[config.mk]
export PLATFORM = sky130hd
export DESIGN_NAME = rtp_sequence_validator
export DESIGN_NICKNAME = d
export VERILOG_FILES = /design/src/rtl/core/rsv_pkg.sv /design/src/rtl/core/rsv_front.sv /design/src/rtl/core/rsv_queue.sv /design/src/rtl/core/rsv_engine.sv /design/src/rtl/core/rtp_sequence_validator.sv
export VERILOG_INCLUDE_DIRS = /design/src /design/src/rtl/core
export SDC_FILE = /design/constraint.sdc
export NUM_CORES = 1
export LEC_CHECK = 0
export BUFFER_PORTS_ARGS = -buffer_cell sky130_fd_sc_hd__buf_2
export CAP_MARGIN = 25
export CORE_MARGIN = 5
export CORE_UTILIZATION = 36
export DETAILED_ROUTE_END_ITERATION = 6
export HOLD_SLACK_MARGIN = 0.08
export PLACE_DENSITY = 0.5
export SLEW_MARGIN = 15
export SYNTH_ARGS = -nofsm -noshare
export SYNTH_HDL_FRONTEND = slang
export SYNTH_HIERARCHICAL = 1
export SYNTH_SLANG_ARGS = --single-unit
[constraint.sdc]
create_clock -name clock -period 9.2 [get_ports clock]
set_input_delay 1.38 -clock clock [delete_from_list [all_inputs] [get_ports clock]]
set_output_delay 1.38 -clock clock [all_outputs]
set_load 0.05 [all_outputs]
[src/rtl/core/assert_macros.svh]
// Assertion macros shared by the RTL of the sequence validator.
`ifndef ASSERT_MACROS_SVH
`define ASSERT_MACROS_SVH

// Check that cons holds in the same cycle as ante.
`define ASSERT_SAME(label, clk, rst, ante, cons, msg) \
   label: assert property (@(posedge clk) disable iff (rst) (ante) |-> (cons)) \
      else $error(msg);

// Check that cons holds in the cycle after ante.
`define ASSERT_NEXT(label, clk, rst, ante, cons, msg) \
   label: assert property (@(posedge clk) disable iff (rst) (ante) |=> (cons)) \
      else $error(msg);

`endif

[src/rtl/core/rsv_pkg.sv]
// Types and constants of the RTP sequence validator.
`default_nettype none

package rsv_pkg;

   localparam int unsigned SEQ_WIDTH       = 16;
   localparam int unsigned COUNT_WIDTH     = 32;
   localparam int unsigned PROB_WIDTH      = 4;
   localparam int unsigned CSR_INDEX_WIDTH = 2;
   localparam int unsigned CSR_DATA_WIDTH  = 16;
   localparam int unsigned QUEUE_DEPTH     = 2;
   localparam int unsigned QUEUE_PTR_WIDTH = $clog2(QUEUE_DEPTH);
   localparam int unsigned QUEUE_CNT_WIDTH = $clog2(QUEUE_DEPTH + 1);

   // Request command codes
   localparam logic CMD_PACKET  = 1'b0;
   localparam logic CMD_RESTART = 1'b1;

   // Configuration register indexes
   localparam logic [CSR_INDEX_WIDTH-1:0] CSR_MIN_SEQUENTIAL = 2'd0;
   localparam logic [CSR_INDEX_WIDTH-1:0] CSR_MAX_DROPOUT    = 2'd1;
   localparam logic [CSR_INDEX_WIDTH-1:0] CSR_MAX_MISORDER   = 2'd2;

   // 17-bit sequence space constants
   localparam logic [SEQ_WIDTH:0] SEQ_MOD      = 17'h10000;
   localparam logic [SEQ_WIDTH:0] NO_MATCH_SEQ = 17'h10001;

   typedef enum logic {
      OP_PACKET,
      OP_RESTART
   } op_kind_type;

   typedef struct packed {
      op_kind_type          kind;
      logic [SEQ_WIDTH-1:0] seq;
      logic [SEQ_WIDTH-1:0] seq_inc;
      logic [SEQ_WIDTH-1:0] seq_dec;
   } op_type;

   typedef struct packed {
      logic [PROB_WIDTH-1:0] run_in_len;
      logic [SEQ_WIDTH-1:0]  dropout_limit;
      logic [SEQ_WIDTH-1:0]  misorder_limit;
   } cfg_type;

endpackage

`default_nettype wire

[src/rtl/core/rsv_front.sv]
// Front stage: accepts request beats and decodes them into queue entries.
`default_nettype none

module rsv_front import rsv_pkg::*; (
   input  wire logic                 clock,
   input  wire logic                 reset,
   input  wire logic                 req_valid,
   output logic                      req_ready,
   input  wire logic                 req_cmd,
   input  wire logic [SEQ_WIDTH-1:0] req_seq_number,
   output logic                      op_valid,
   input  wire logic                 op_ready,
   output op_type                    op_item
);

   logic   valid_ff, valid_in;
   op_type item_ff, item_in;

   assign req_ready = !valid_ff || op_ready;

   always_comb begin
      valid_in = valid_ff;
      item_in  = item_ff;
      if (op_ready) begin
         valid_in = 1'b0;
      end
      if (req_valid && req_ready) begin
         valid_in        = 1'b1;
         item_in.kind    = (req_cmd == CMD_RESTART) ? OP_RESTART : OP_PACKET;
         item_in.seq     = req_seq_number;
         item_in.seq_inc = req_seq_number + 16'd1;
         item_in.seq_dec = req_seq_number - 16'd1;
      end
   end

   always_ff @(posedge clock) begin
      if (reset) begin
         valid_ff <= 1'b0;
      end else begin
         valid_ff <= valid_in;
      end
      item_ff <= item_in;
   end

   assign op_valid = valid_ff;
   assign op_item  = item_ff;

endmodule

`default_nettype wire

[src/rtl/core/rsv_queue.sv]
// Short queue of decoded items between front and back.
`default_nettype none

module rsv_queue import rsv_pkg::*; (
   input  wire logic   clock,
   input  wire logic   reset,
   input  wire logic   push_valid,
   output logic        push_ready,
   input  wire op_type push_item,
   output logic        pop_valid,
   input  wire logic   pop_ready,
   output op_type      pop_item
);

   op_type                     entry_ff [QUEUE_DEPTH];
   logic [QUEUE_PTR_WIDTH-1:0] wr_ptr_ff, wr_ptr_in;
   logic [QUEUE_PTR_WIDTH-1:0] rd_ptr_ff, rd_ptr_in;
   logic [QUEUE_CNT_WIDTH-1:0] count_ff, count_in;
   logic                       push, pop;

   assign push_ready = (count_ff != QUEUE_CNT_WIDTH'(QUEUE_DEPTH));
   assign pop_valid  = (count_ff != '0);
   assign pop_item   = entry_ff[rd_ptr_ff];
   assign push       = push_valid && push_ready;
   assign pop        = pop_valid && pop_ready;

   always_comb begin
      wr_ptr_in = wr_ptr_ff;
      rd_ptr_in = rd_ptr_ff;
      count_in  = count_ff;
      if (push) begin
         wr_ptr_in = (wr_ptr_ff == QUEUE_PTR_WIDTH'(QUEUE_DEPTH - 1)) ? '0 : wr_ptr_ff + 1'b1;
      end
      if (pop) begin
         rd_ptr_in = (rd_ptr_ff == QUEUE_PTR_WIDTH'(QUEUE_DEPTH - 1)) ? '0 : rd_ptr_ff + 1'b1;
      end
      if (push && !pop) begin
         count_in = count_ff + 1'b1;
      end else if (pop && !push) begin
         count_in = count_ff - 1'b1;
      end
   end

   always_ff @(posedge clock) begin
      if (reset) begin
         wr_ptr_ff <= '0;
         rd_ptr_ff <= '0;
         count_ff  <= '0;
      end else begin
         wr_ptr_ff <= wr_ptr_in;
         rd_ptr_ff <= rd_ptr_in;
         count_ff  <= count_in;
      end
      if (push) begin
         entry_ff[wr_ptr_ff] <= push_item;
      end
   end

endmodule

`default_nettype wire

[src/rtl/core/rsv_engine.sv]
// Back stage: source state, sequence judgment and the result register.
`default_nettype none

module rsv_engine import rsv_pkg::*; (
   input  wire logic                    clock,
   input  wire logic                    reset,
   input  wire cfg_type                 cfg,
   input  wire logic                    op_valid,
   output logic                         op_ready,
   input  wire op_type                  op_item,
   output logic                         rsp_valid,
   input  wire logic                    rsp_ready,
   output logic                         rsp_accepted,
   output logic                         rsp_in_probation,
   output logic [2*SEQ_WIDTH-1:0]       rsp_extended_max_seq,
   output logic [COUNT_WIDTH-1:0]       rsp_received_count,
   output logic [SEQ_WIDTH-1:0]         rsp_base_seq
);

   logic                   valid_ff, valid_in;
   logic                   ok_ff, ok_in;
   logic [SEQ_WIDTH-1:0]   highest_ff, highest_in;
   logic [SEQ_WIDTH-1:0]   first_ff, first_in;
   logic [SEQ_WIDTH:0]     pending_ff, pending_in;
   logic [SEQ_WIDTH-1:0]   wrap_ff, wrap_in;
   logic [COUNT_WIDTH-1:0] count_ff, count_in;
   logic [PROB_WIDTH-1:0]  prob_ff, prob_in;

   logic [SEQ_WIDTH-1:0]   eff_highest, eff_first, eff_wrap, delta;
   logic [SEQ_WIDTH:0]     eff_pending;
   logic [COUNT_WIDTH-1:0] eff_count;
   logic [PROB_WIDTH-1:0]  eff_prob, prob_dec;
   logic                   fire;

   // State only moves when the result register is free, so it doubles as the payload.
   assign op_ready = !valid_ff || rsp_ready;
   assign fire     = op_valid && op_ready;

   always_comb begin
      // Restart: set up a new source before judging the packet
      if (op_item.kind == OP_RESTART) begin
         eff_highest = op_item.seq_dec;
         eff_first   = op_item.seq;
         eff_pending = NO_MATCH_SEQ;
         eff_wrap    = '0;
         eff_count   = '0;
         eff_prob    = cfg.run_in_len;
      end else begin
         eff_highest = highest_ff;
         eff_first   = first_ff;
         eff_pending = pending_ff;
         eff_wrap    = wrap_ff;
         eff_count   = count_ff;
         eff_prob    = prob_ff;
      end

      delta      = op_item.seq - eff_highest;
      prob_dec   = eff_prob - 4'd1;
      highest_in = eff_highest;
      first_in   = eff_first;
      pending_in = eff_pending;
      wrap_in    = eff_wrap;
      count_in   = eff_count;
      prob_in    = eff_prob;
      ok_in      = 1'b0;

      if (eff_prob != '0) begin
         // Probation: next number must follow without wrap
         highest_in = op_item.seq;
         if ({1'b0, op_item.seq} == {1'b0, eff_highest} + 17'd1) begin
            prob_in = prob_dec;
            if (prob_dec == '0) begin
               first_in   = op_item.seq;
               pending_in = NO_MATCH_SEQ;
               wrap_in    = '0;
               count_in   = 32'd1;
               ok_in      = 1'b1;
            end
         end else begin
            prob_in = cfg.run_in_len - 4'd1;
         end
      end else if (delta < cfg.dropout_limit) begin
         if (op_item.seq < eff_highest) begin
            wrap_in = eff_wrap + 16'd1;
         end
         highest_in = op_item.seq;
         count_in   = eff_count + 32'd1;
         ok_in      = 1'b1;
      end else if ({1'b0, delta} <= SEQ_MOD - {1'b0, cfg.misorder_limit}) begin
         // Large jump: resync only when the packet after the jump follows it
         if ({1'b0, op_item.seq} == eff_pending) begin
            first_in   = op_item.seq;
            highest_in = op_item.seq;
            pending_in = NO_MATCH_SEQ;
            wrap_in    = '0;
            count_in   = 32'd1;
            ok_in      = 1'b1;
         end else begin
            pending_in = {1'b0, op_item.seq_inc};
         end
      end else begin
         count_in = eff_count + 32'd1;
         ok_in    = 1'b1;
      end

      valid_in = valid_ff;
      if (rsp_ready) begin
         valid_in = 1'b0;
      end
      if (fire) begin
         valid_in = 1'b1;
      end
   end

   always_ff @(posedge clock) begin
      if (reset) begin
         valid_ff   <= 1'b0;
         ok_ff      <= 1'b0;
         highest_ff <= '0;
         first_ff   <= '0;
         pending_ff <= NO_MATCH_SEQ;
         wrap_ff    <= '0;
         count_ff   <= '0;
         prob_ff    <= '0;
      end else begin
         valid_ff <= valid_in;
         if (fire) begin
            ok_ff      <= ok_in;
            highest_ff <= highest_in;
            first_ff   <= first_in;
            pending_ff <= pending_in;
            wrap_ff    <= wrap_in;
            count_ff   <= count_in;
            prob_ff    <= prob_in;
         end
      end
   end

   assign rsp_valid            = valid_ff;
   assign rsp_accepted         = ok_ff;
   assign rsp_in_probation     = (prob_ff != '0);
   assign rsp_extended_max_seq = {wrap_ff, highest_ff};
   assign rsp_received_count   = count_ff;
   assign rsp_base_seq         = first_ff;

endmodule

`default_nettype wire

[src/rtl/core/rtp_sequence_validator.sv]
// Top level of the RTP sequence validator: CSRs, front, queue and engine.
//
//   channel | direction | beat moves when        | payload
//   req     | in        | req_valid & req_ready | req_cmd, req_seq_number
//   rsp     | out       | rsp_valid & rsp_ready | accepted, probation, ext seq, count, base
//   csr     | in        | csr_write_enable      | csr_index, csr_write_data
//
// One beat per cycle sustained while rsp_ready stays high; a result passes the front
// register, a queue entry and the engine state register before it can be taken.
// The engine's state update is the only loop; the queue lets the front
// keep taking beats while a result waits on rsp_ready, until the queue fills.
// Synchronous reset clears the source state and loads the CSR defaults; no clearing pass.
`default_nettype none

`include "assert_macros.svh"

module rtp_sequence_validator import rsv_pkg::*; (
   input  wire logic                       clock,
   input  wire logic                       reset,
   input  wire logic                       req_valid,
   output logic                            req_ready,
   input  wire logic                       req_cmd,
   input  wire logic [SEQ_WIDTH-1:0]       req_seq_number,
   output logic                            rsp_valid,
   input  wire logic                       rsp_ready,
   output logic                            rsp_accepted,
   output logic                            rsp_in_probation,
   output logic [2*SEQ_WIDTH-1:0]          rsp_extended_max_seq,
   output logic [COUNT_WIDTH-1:0]          rsp_received_count,
   output logic [SEQ_WIDTH-1:0]            rsp_base_seq,
   input  wire logic                       csr_write_enable,
   input  wire logic [CSR_INDEX_WIDTH-1:0] csr_index,
   input  wire logic [CSR_DATA_WIDTH-1:0]  csr_write_data
);

   cfg_type cfg_ff, cfg_in;
   logic    front_valid, front_ready;
   op_type  front_item;
   logic    back_valid, back_ready;
   op_type  back_item;

   always_comb begin
      cfg_in = cfg_ff;
      if (csr_write_enable) begin
         case (csr_index)
            CSR_MIN_SEQUENTIAL: cfg_in.run_in_len     = csr_write_data[PROB_WIDTH-1:0];
            CSR_MAX_DROPOUT:    cfg_in.dropout_limit  = csr_write_data;
            CSR_MAX_MISORDER:   cfg_in.misorder_limit = csr_write_data;
            default:            cfg_in = cfg_ff;
         endcase
      end
   end

   always_ff @(posedge clock) begin
      if (reset) begin
         cfg_ff.run_in_len     <= 4'd2;
         cfg_ff.dropout_limit  <= 16'd3000;
         cfg_ff.misorder_limit <= 16'd100;
      end else begin
         cfg_ff <= cfg_in;
      end
   end

   rsv_front u_front (
      .clock          (clock),
      .reset          (reset),
      .req_valid      (req_valid),
      .req_ready      (req_ready),
      .req_cmd        (req_cmd),
      .req_seq_number (req_seq_number),
      .op_valid       (front_valid),
      .op_ready       (front_ready),
      .op_item        (front_item)
   );

   rsv_queue u_queue (
      .clock      (clock),
      .reset      (reset),
      .push_valid (front_valid),
      .push_ready (front_ready),
      .push_item  (front_item),
      .pop_valid  (back_valid),
      .pop_ready  (back_ready),
      .pop_item   (back_item)
   );

   rsv_engine u_engine (
      .clock                (clock),
      .reset                (reset),
      .cfg                  (cfg_ff),
      .op_valid             (back_valid),
      .op_ready             (back_ready),
      .op_item              (back_item),
      .rsp_valid            (rsp_valid),
      .rsp_ready            (rsp_ready),
      .rsp_accepted         (rsp_accepted),
      .rsp_in_probation     (rsp_in_probation),
      .rsp_extended_max_seq (rsp_extended_max_seq),
      .rsp_received_count   (rsp_received_count),
      .rsp_base_seq         (rsp_base_seq)
   );

   `ASSERT_SAME(a_probation_not_accepted, clock, reset, rsp_valid && rsp_in_probation,
      !rsp_accepted, "packet accepted during probation")
   `ASSERT_SAME(a_probation_zero_count, clock, reset, rsp_valid && rsp_in_probation,
      rsp_received_count == '0, "count nonzero during probation")
   `ASSERT_NEXT(a_engine_fire_shows, clock, reset, back_valid && back_ready,
      rsp_valid, "engine took an item but no result followed")

endmodule

`default_nettype wire

==> results of run 1 <==
-- worst max-delay path, stage by stage (launching register included) --
cell and delay (ps):
dfxtp_2 340, buf_4 560, mux2_2 430, mux2_2 320, inv_1 70, ha_1 210, nor2b_1 120, o21ai_0 250
a21oi_1 130, o21ai_0 180, a21boi_0 130, o21a_1 210, o31a_1 270, o41a_1 370, a21oi_1 200, xnor2_1 200
ha_1 300, and2_1 160, a221o_1 290, a21o_1 170, a21oi_1 270, o21ai_0 350, nand2_2 430, nor2_1 90
o21ai_1 600, buf_4 290, a22o_1 130
-- metrics by stage --
step	std cells	power (mW)	util	hold WS [ps]
detailed placement	2164	4.298	0.3872	429.0
CTS	2223	5.657	0.4125	437.7
global placement	2163	4.271	0.3871	423.4
floorplan	1512	3.606	-	421.5
finish	2223	5.614	0.4125	435.4
global route	2223	6.010	0.4125	447.2
-- registers in the layout, summed over array words and instances (netlist names), named ones only --
signal	count
u_queue/entry_ff	98
u_front/op_item	48
cfg_ff	36
u_engine/rsp_received_count	32
u_engine/pending_ff	17
u_engine/highest_ff	16
u_engine/rsp_base_seq	16
u_engine/wrap_ff	16
u_engine/prob_ff	4
u_queue/count_ff	2
u_engine/rsp_accepted	1
u_engine/rsp_valid	1
u_front/op_valid	1
u_queue/rd_ptr_ff	1
u_queue/wr_ptr_ff	1
-- path summary, 6_finish.rpt --
kind              cells past startpoint                                   to                           from
setup reg to reg                     26  u_engine/pending_ff[2]$_SDFFE_PP0P_                       register
hold reg to reg                       0    u_queue/entry_ff[1][24]$_DFFE_PP_  u_front/op_item[24]$_DFFE_PP_
setup / recovery                     26  u_engine/pending_ff[2]$_SDFFE_PP0P_                       register
hold / removal                        0    u_queue/entry_ff[1][24]$_DFFE_PP_  u_front/op_item[24]$_DFFE_PP_
-- Yosys cell counts, types with 8 or more instances --
cell type	count	area [um2]
o21ai_0	63	315.3
inv_1	50	187.7
or3_1	12	75.07
buf_6	8	90.09
a21o_1	14	105.1
o31ai_1	10	75.07
nand4_1	24	150.1
and2_1	15	93.84
nand2_1	116	435.4
mux2i_1	80	800.8
nor4_1	11	68.82
nor3_1	29	145.1
and3_1	18	112.6
xor2_1	42	367.9
clkbuf_1	36	135.1
xnor2_1	46	402.9
buf_2	16	80.08
edfxtp_1	146	4384
a211oi_1	9	67.56
mux2_2	53	596.8
nor2b_1	21	131.4
nand3b_1	10	75.07
a31oi_1	16	100.1
o21a_1	8	60.06
dfxtp_1	145	2903
nand2b_1	52	325.3
ha_1	56	700.7
o211ai_1	11	82.58
nor2_1	127	476.7
nand3_1	41	205.2
a21oi_1	75	375.4
a22o_1	18	157.7
-- power breakdown --
part | switching [mW] | internal (mW)
registers | 0.103 | 1.51
logic | 1.76 | 0.912
clock network | 0.533 | 0.788
-- routing by layer --
| metal | vias up | wire, um | track usage | share of wire |
|---|---|---|---|---|
| met5 | - | 0 | 0 | 0 |
| met4 | 0 | 792 | 0.04108 | 0.018 |
| met3 | 59 | 2254 | 0.04248 | 0.052 |
| met2 | 253 | 19740 | 0.2863 | 0.46 |
| met1 | 5557 | 20590 | 0.2527 | 0.47 |
| li1 | 5754 | - | - | - |
-- cells by family (layout without fill, tap and decap cells) --
family                     after synthesis  count (layout)  share of synthesized area
buffers and inverters                  121             247                    0.03589
adders and majority gates               58              58                    0.04710
and+or+nand+nor                        524             524                     0.1765
xor gates and xnor gates                88              88                    0.04968
AOI/OAI and AO/OA                      296             296                     0.1296
DFF                                    291             291                     0.4697
muxes                                  134             134                    0.09154
-- final cells by class --
| class | instances | area (um2) |
|---|---|---|
| Clock inverter | 13 | 127.6 |
| Clock buffer | 46 | 957.2 |
| Sequential cell | 291 | 7288 |
| Multi-Input combinational cell | 1100 | 7676 |
| Fill cell | 4154 | 25190 |
| Tap cell | 585 | 732.0 |
| Inverter | 52 | 195.2 |
| Timing Repair Buffer | 136 | 715.7 |
==> flow_summary.ini, run 1 <==
[yosys]
synthFlopType = edfxtp_1
async_reset_ff_frac = 0
syn_inst = 1512
ys_ff_latch = 291
synth.distinct_cells = 90
ys_warn_count = 6
netlist_area_mm2 = 0.01551
seq_area_frac_synth = 0.4697
synth_nets = 1609
synth_edf_count = 146
avgSynthCellArea_um2 = 10.26

[setup_path]
worst-path-max-fanout = 48
r2r_slack_ps = 2040
end_kind = register
crit_required_ps = 9680
path_class = reg2reg
worstPathArrival_ps = 7640
start_kind = register

[sta]
skew_ps = 15.60
finalHoldViolations = 0
relSlewSlack = 0.3025
grt_setup_unrepaired = no
maxClockFrequency_ghz = 0.1397
fin_ws_ps = 2044
drv_slew = 0
worst_pin_slew_ps = 1038
fin_setup_tns_ps = 0
min_period_over_period = 0.7778
setup_viol = 0
period_needed_ps = 7156

[final_layout]
diodes = 0
fin_nets = 1713
area_delta_synth_final_pct = 14.04
drive_gt1_frac = 0.1685
stdcell_area_mm2 = 0.01769
layout_common_cells = 146 x edfxtp_1, 144 x dfxtp_1, 127 x nor2_1, 122 x buf_2, 116 x nand2_1
final_common_cell = edfxtp_1

[power]
ir_drop_mv = 0.1790
power.leakage_nw = 6.936
p_per_area_mw_per_mm2 = 317.3

[drt]
drcViolationCount = 0
drt_iter0_markers = 834
wirelength_mm = 43.38
ant_nets = 0
vias_per_cell = 5.229
via_count = 11620
first_pass_iters = 5
wl_per_cell_um = 19.51

[global_route]
antenna_found_initial = 0
grt_start_max_net_pins = 63
grt_pass1_wl_mm = 67.48
overflow = 0
grt_use_total = 0.1807
grt_pass1_vias = 11330

[place]
routabilityCongestion = 0.8738
dp.final_hpwl_mm = 31.19
placed_area_mm2 = 0.01661
port_buffers = 123
pre_cts_slack_ps = 2235

[clock_tree]
cts_tree = yes
cts.sinks = 291
clockBufferDepth = 3
clk_pin_slew_ps = 60
clkLatencyLatePin_ps = 550
cts_root_buf = clkbuf_16
post_cts_resized = 0
cts_buffers = 35
hold_buffers = 0
h-tree-depth = 2
cts_setup_buffers = 0

[run]
maxCapViolCount = 0

[floorplanning]
core_area_mm2 = 0.04289
die_area_mm2 = 0.04735
io_pins = 124
die_x_um = 217.6
initial_core_util = 0.3617
die_h_um = 217.6
num_rows = 76

[min_path]
holdCritPathClass = reg2reg

[status]
status = finished, final reports clean
Power figures use the tool's default switching activity.
==> run 2: changes to the inputs <==
Clock period 9.2 ns to 7.2 ns, I/O delays scaled along.
==> run 2 against run 1 <==
Effect of this change:
- hold slack improved by 8.7 ps
- clock skew increased by 6.9 ps
- critical path depth decreased by 1
- non-clock buffer count increased by 8
- die area unchanged
- register-to-register slack got worse by 1300 ps
- clock power increased by 31%
- cell count increased by 0.54%
- sequential share of layout area decreased by 0.24 points
- largest power group unchanged
- setup slack got worse by 1300 ps
- maximum frequency increased by 10%
- clock-buffer cell count increased by 3
==> flow_summary.ini, run 2 (synthesized netlist as in run 1, its figures left out) <==
[setup_path]
crit_required_ps = 7690
worst-path-max-fanout = 17
critical_path_buf_inv_count = 2
end_kind = register
critical-path-top-delay-family = compound AO/OA/AOI/OAI gates
cpMaxStageDelayCell = nor4_4
path_class = reg2reg
slowest_delay_ps = 940
cpMostUsedCell = a21oi_1
start_kind = register
worstPathArrival_ps = 6970

[drt]
wirelength_mm = 43.60
drcViolationCount = 0
first_pass_iters = 5
wl_per_cell_um = 19.51
vias_per_cell = 5.248
drt_iter0_markers = 878
ant_nets = 0
via_count = 11730

[clock_tree]
cts_root_buf = clkbuf_16
h-tree-depth = 2
hold_buffers = 0
cts.sinks = 291
clockBufferDepth = 3
cts_setup_buffers = 0
clk_pin_slew_ps = 60
cts_buffers = 35
clkLatencyLatePin_ps = 550
post_cts_resized = 0
cts_tree = yes

[final_layout]
multiInputGateArea_mm2 = 0.007676
regArea_mm2 = 0.007288
layout_common_cells = 146 x edfxtp_1, 144 x dfxtp_1, 127 x nor2_1, 122 x buf_2, 116 x nand2_1
largest_register_ffs = 98
fin_nets = 1721
final_common_cell = edfxtp_1
area_delta_synth_final_pct = 14.71
drive_gt1_frac = 0.1727
diodes = 0
regMostFlops = u_queue/entry_ff
final_core_util = 0.4150
fillers = 4166

[global_route]
grt_pass1_wl_mm = 67.63
grt_pass1_vias = 11310
antenna_found_initial = 0
grt_start_max_net_pins = 67
overflow = 0
grt_use_total = 0.1801

[sta]
grt_setup_unrepaired = no
period_needed_ps = 6486
skew_ps = 22.49
relSlewSlack = 0.3744
finalHoldViolations = 0
fin_setup_tns_ps = 0
maxClockFrequency_ghz = 0.1542
setup_viol = 0
worst_pin_slew_ps = 931.5
drv_slew = 0
min_period_over_period = 0.9008

[floorplanning]
num_rows = 76
core_area_mm2 = 0.04289
die_h_um = 217.6
initial_core_util = 0.3617
die_area_mm2 = 0.04735
io_pins = 124
die_x_um = 217.6

[place]
port_buffers = 123
dp.final_hpwl_mm = 31.48
routabilityCongestion = 0.8436

[min_path]
hp-start = u_front/op_item[45]$_DFFE_PP_
holdCritPathClass = reg2reg

[run]
maxCapViolCount = 0

[power]
finalPower_mw = 7.269
p_per_area_mw_per_mm2 = 408.5
ir_drop_mv = 0.2690
power.leakage_nw = 6.984

[status]
status = finished, final reports clean
-- run 2: final timing paths --
| kind | to | slack (ps) | cells after the start |
|---|---|---|---|
| min reg2reg | u_queue/entry_ff[0][45]$_DFFE_PP_ | 440 | 0 |
| min | u_queue/entry_ff[0][45]$_DFFE_PP_ | 440 | 0 |
| max reg2reg | u_engine/pending_ff[11]$_SDFFE_PP0P_ | 710 | 25 |
| max | u_engine/pending_ff[11]$_SDFFE_PP0P_ | 710 | 25 |
-- run 2: stage by stage --
stage / cell area (um2) / instances / setup slack [ps] / hold slack, ps
after floorplan: 15510 / 1512 / 67.90 / 421.5
after global placement: 16670 / 2172 / 859.8 / 423.5
after detailed placement: 16670 / 2172 / 763.0 / 430.2
after CTS: 17800 / 2235 / 724.3 / 444.3
after global routing: 17800 / 2235 / 245.6 / 450.9
final: 17800 / 2235 / 714.3 / 444.1
-- run 2: final cells by class --
cell class                 count  share of cell area
multi-input combinational   1100              0.4313
clock inverter                14            0.009000
tap                          585             0.04113
sequential                   291              0.4095
timing repair buffer         144             0.04359
clock buffer                  49             0.05442
inverter                      52             0.01097
-- run 2: report_power, final --
part	switching, mW	internal, mW
logic	2.26	1.20
clock network	0.710	1.02
registers	0.145	1.93
total	3.11	4.16
-- run 2: per-layer routing --
metal / track usage / routed length, um / vias to the layer above / part of all wire
met1: 0.2455 / 20290 / 5682 / 0.47
met3: 0.03110 / 1928 / 41 / 0.044
met5: 0 / 0 / - / 0
met4: 0.04319 / 685 / 0 / 0.016
met2: 0.3003 / 20690 / 231 / 0.47
li1: - / - / 5775 / -
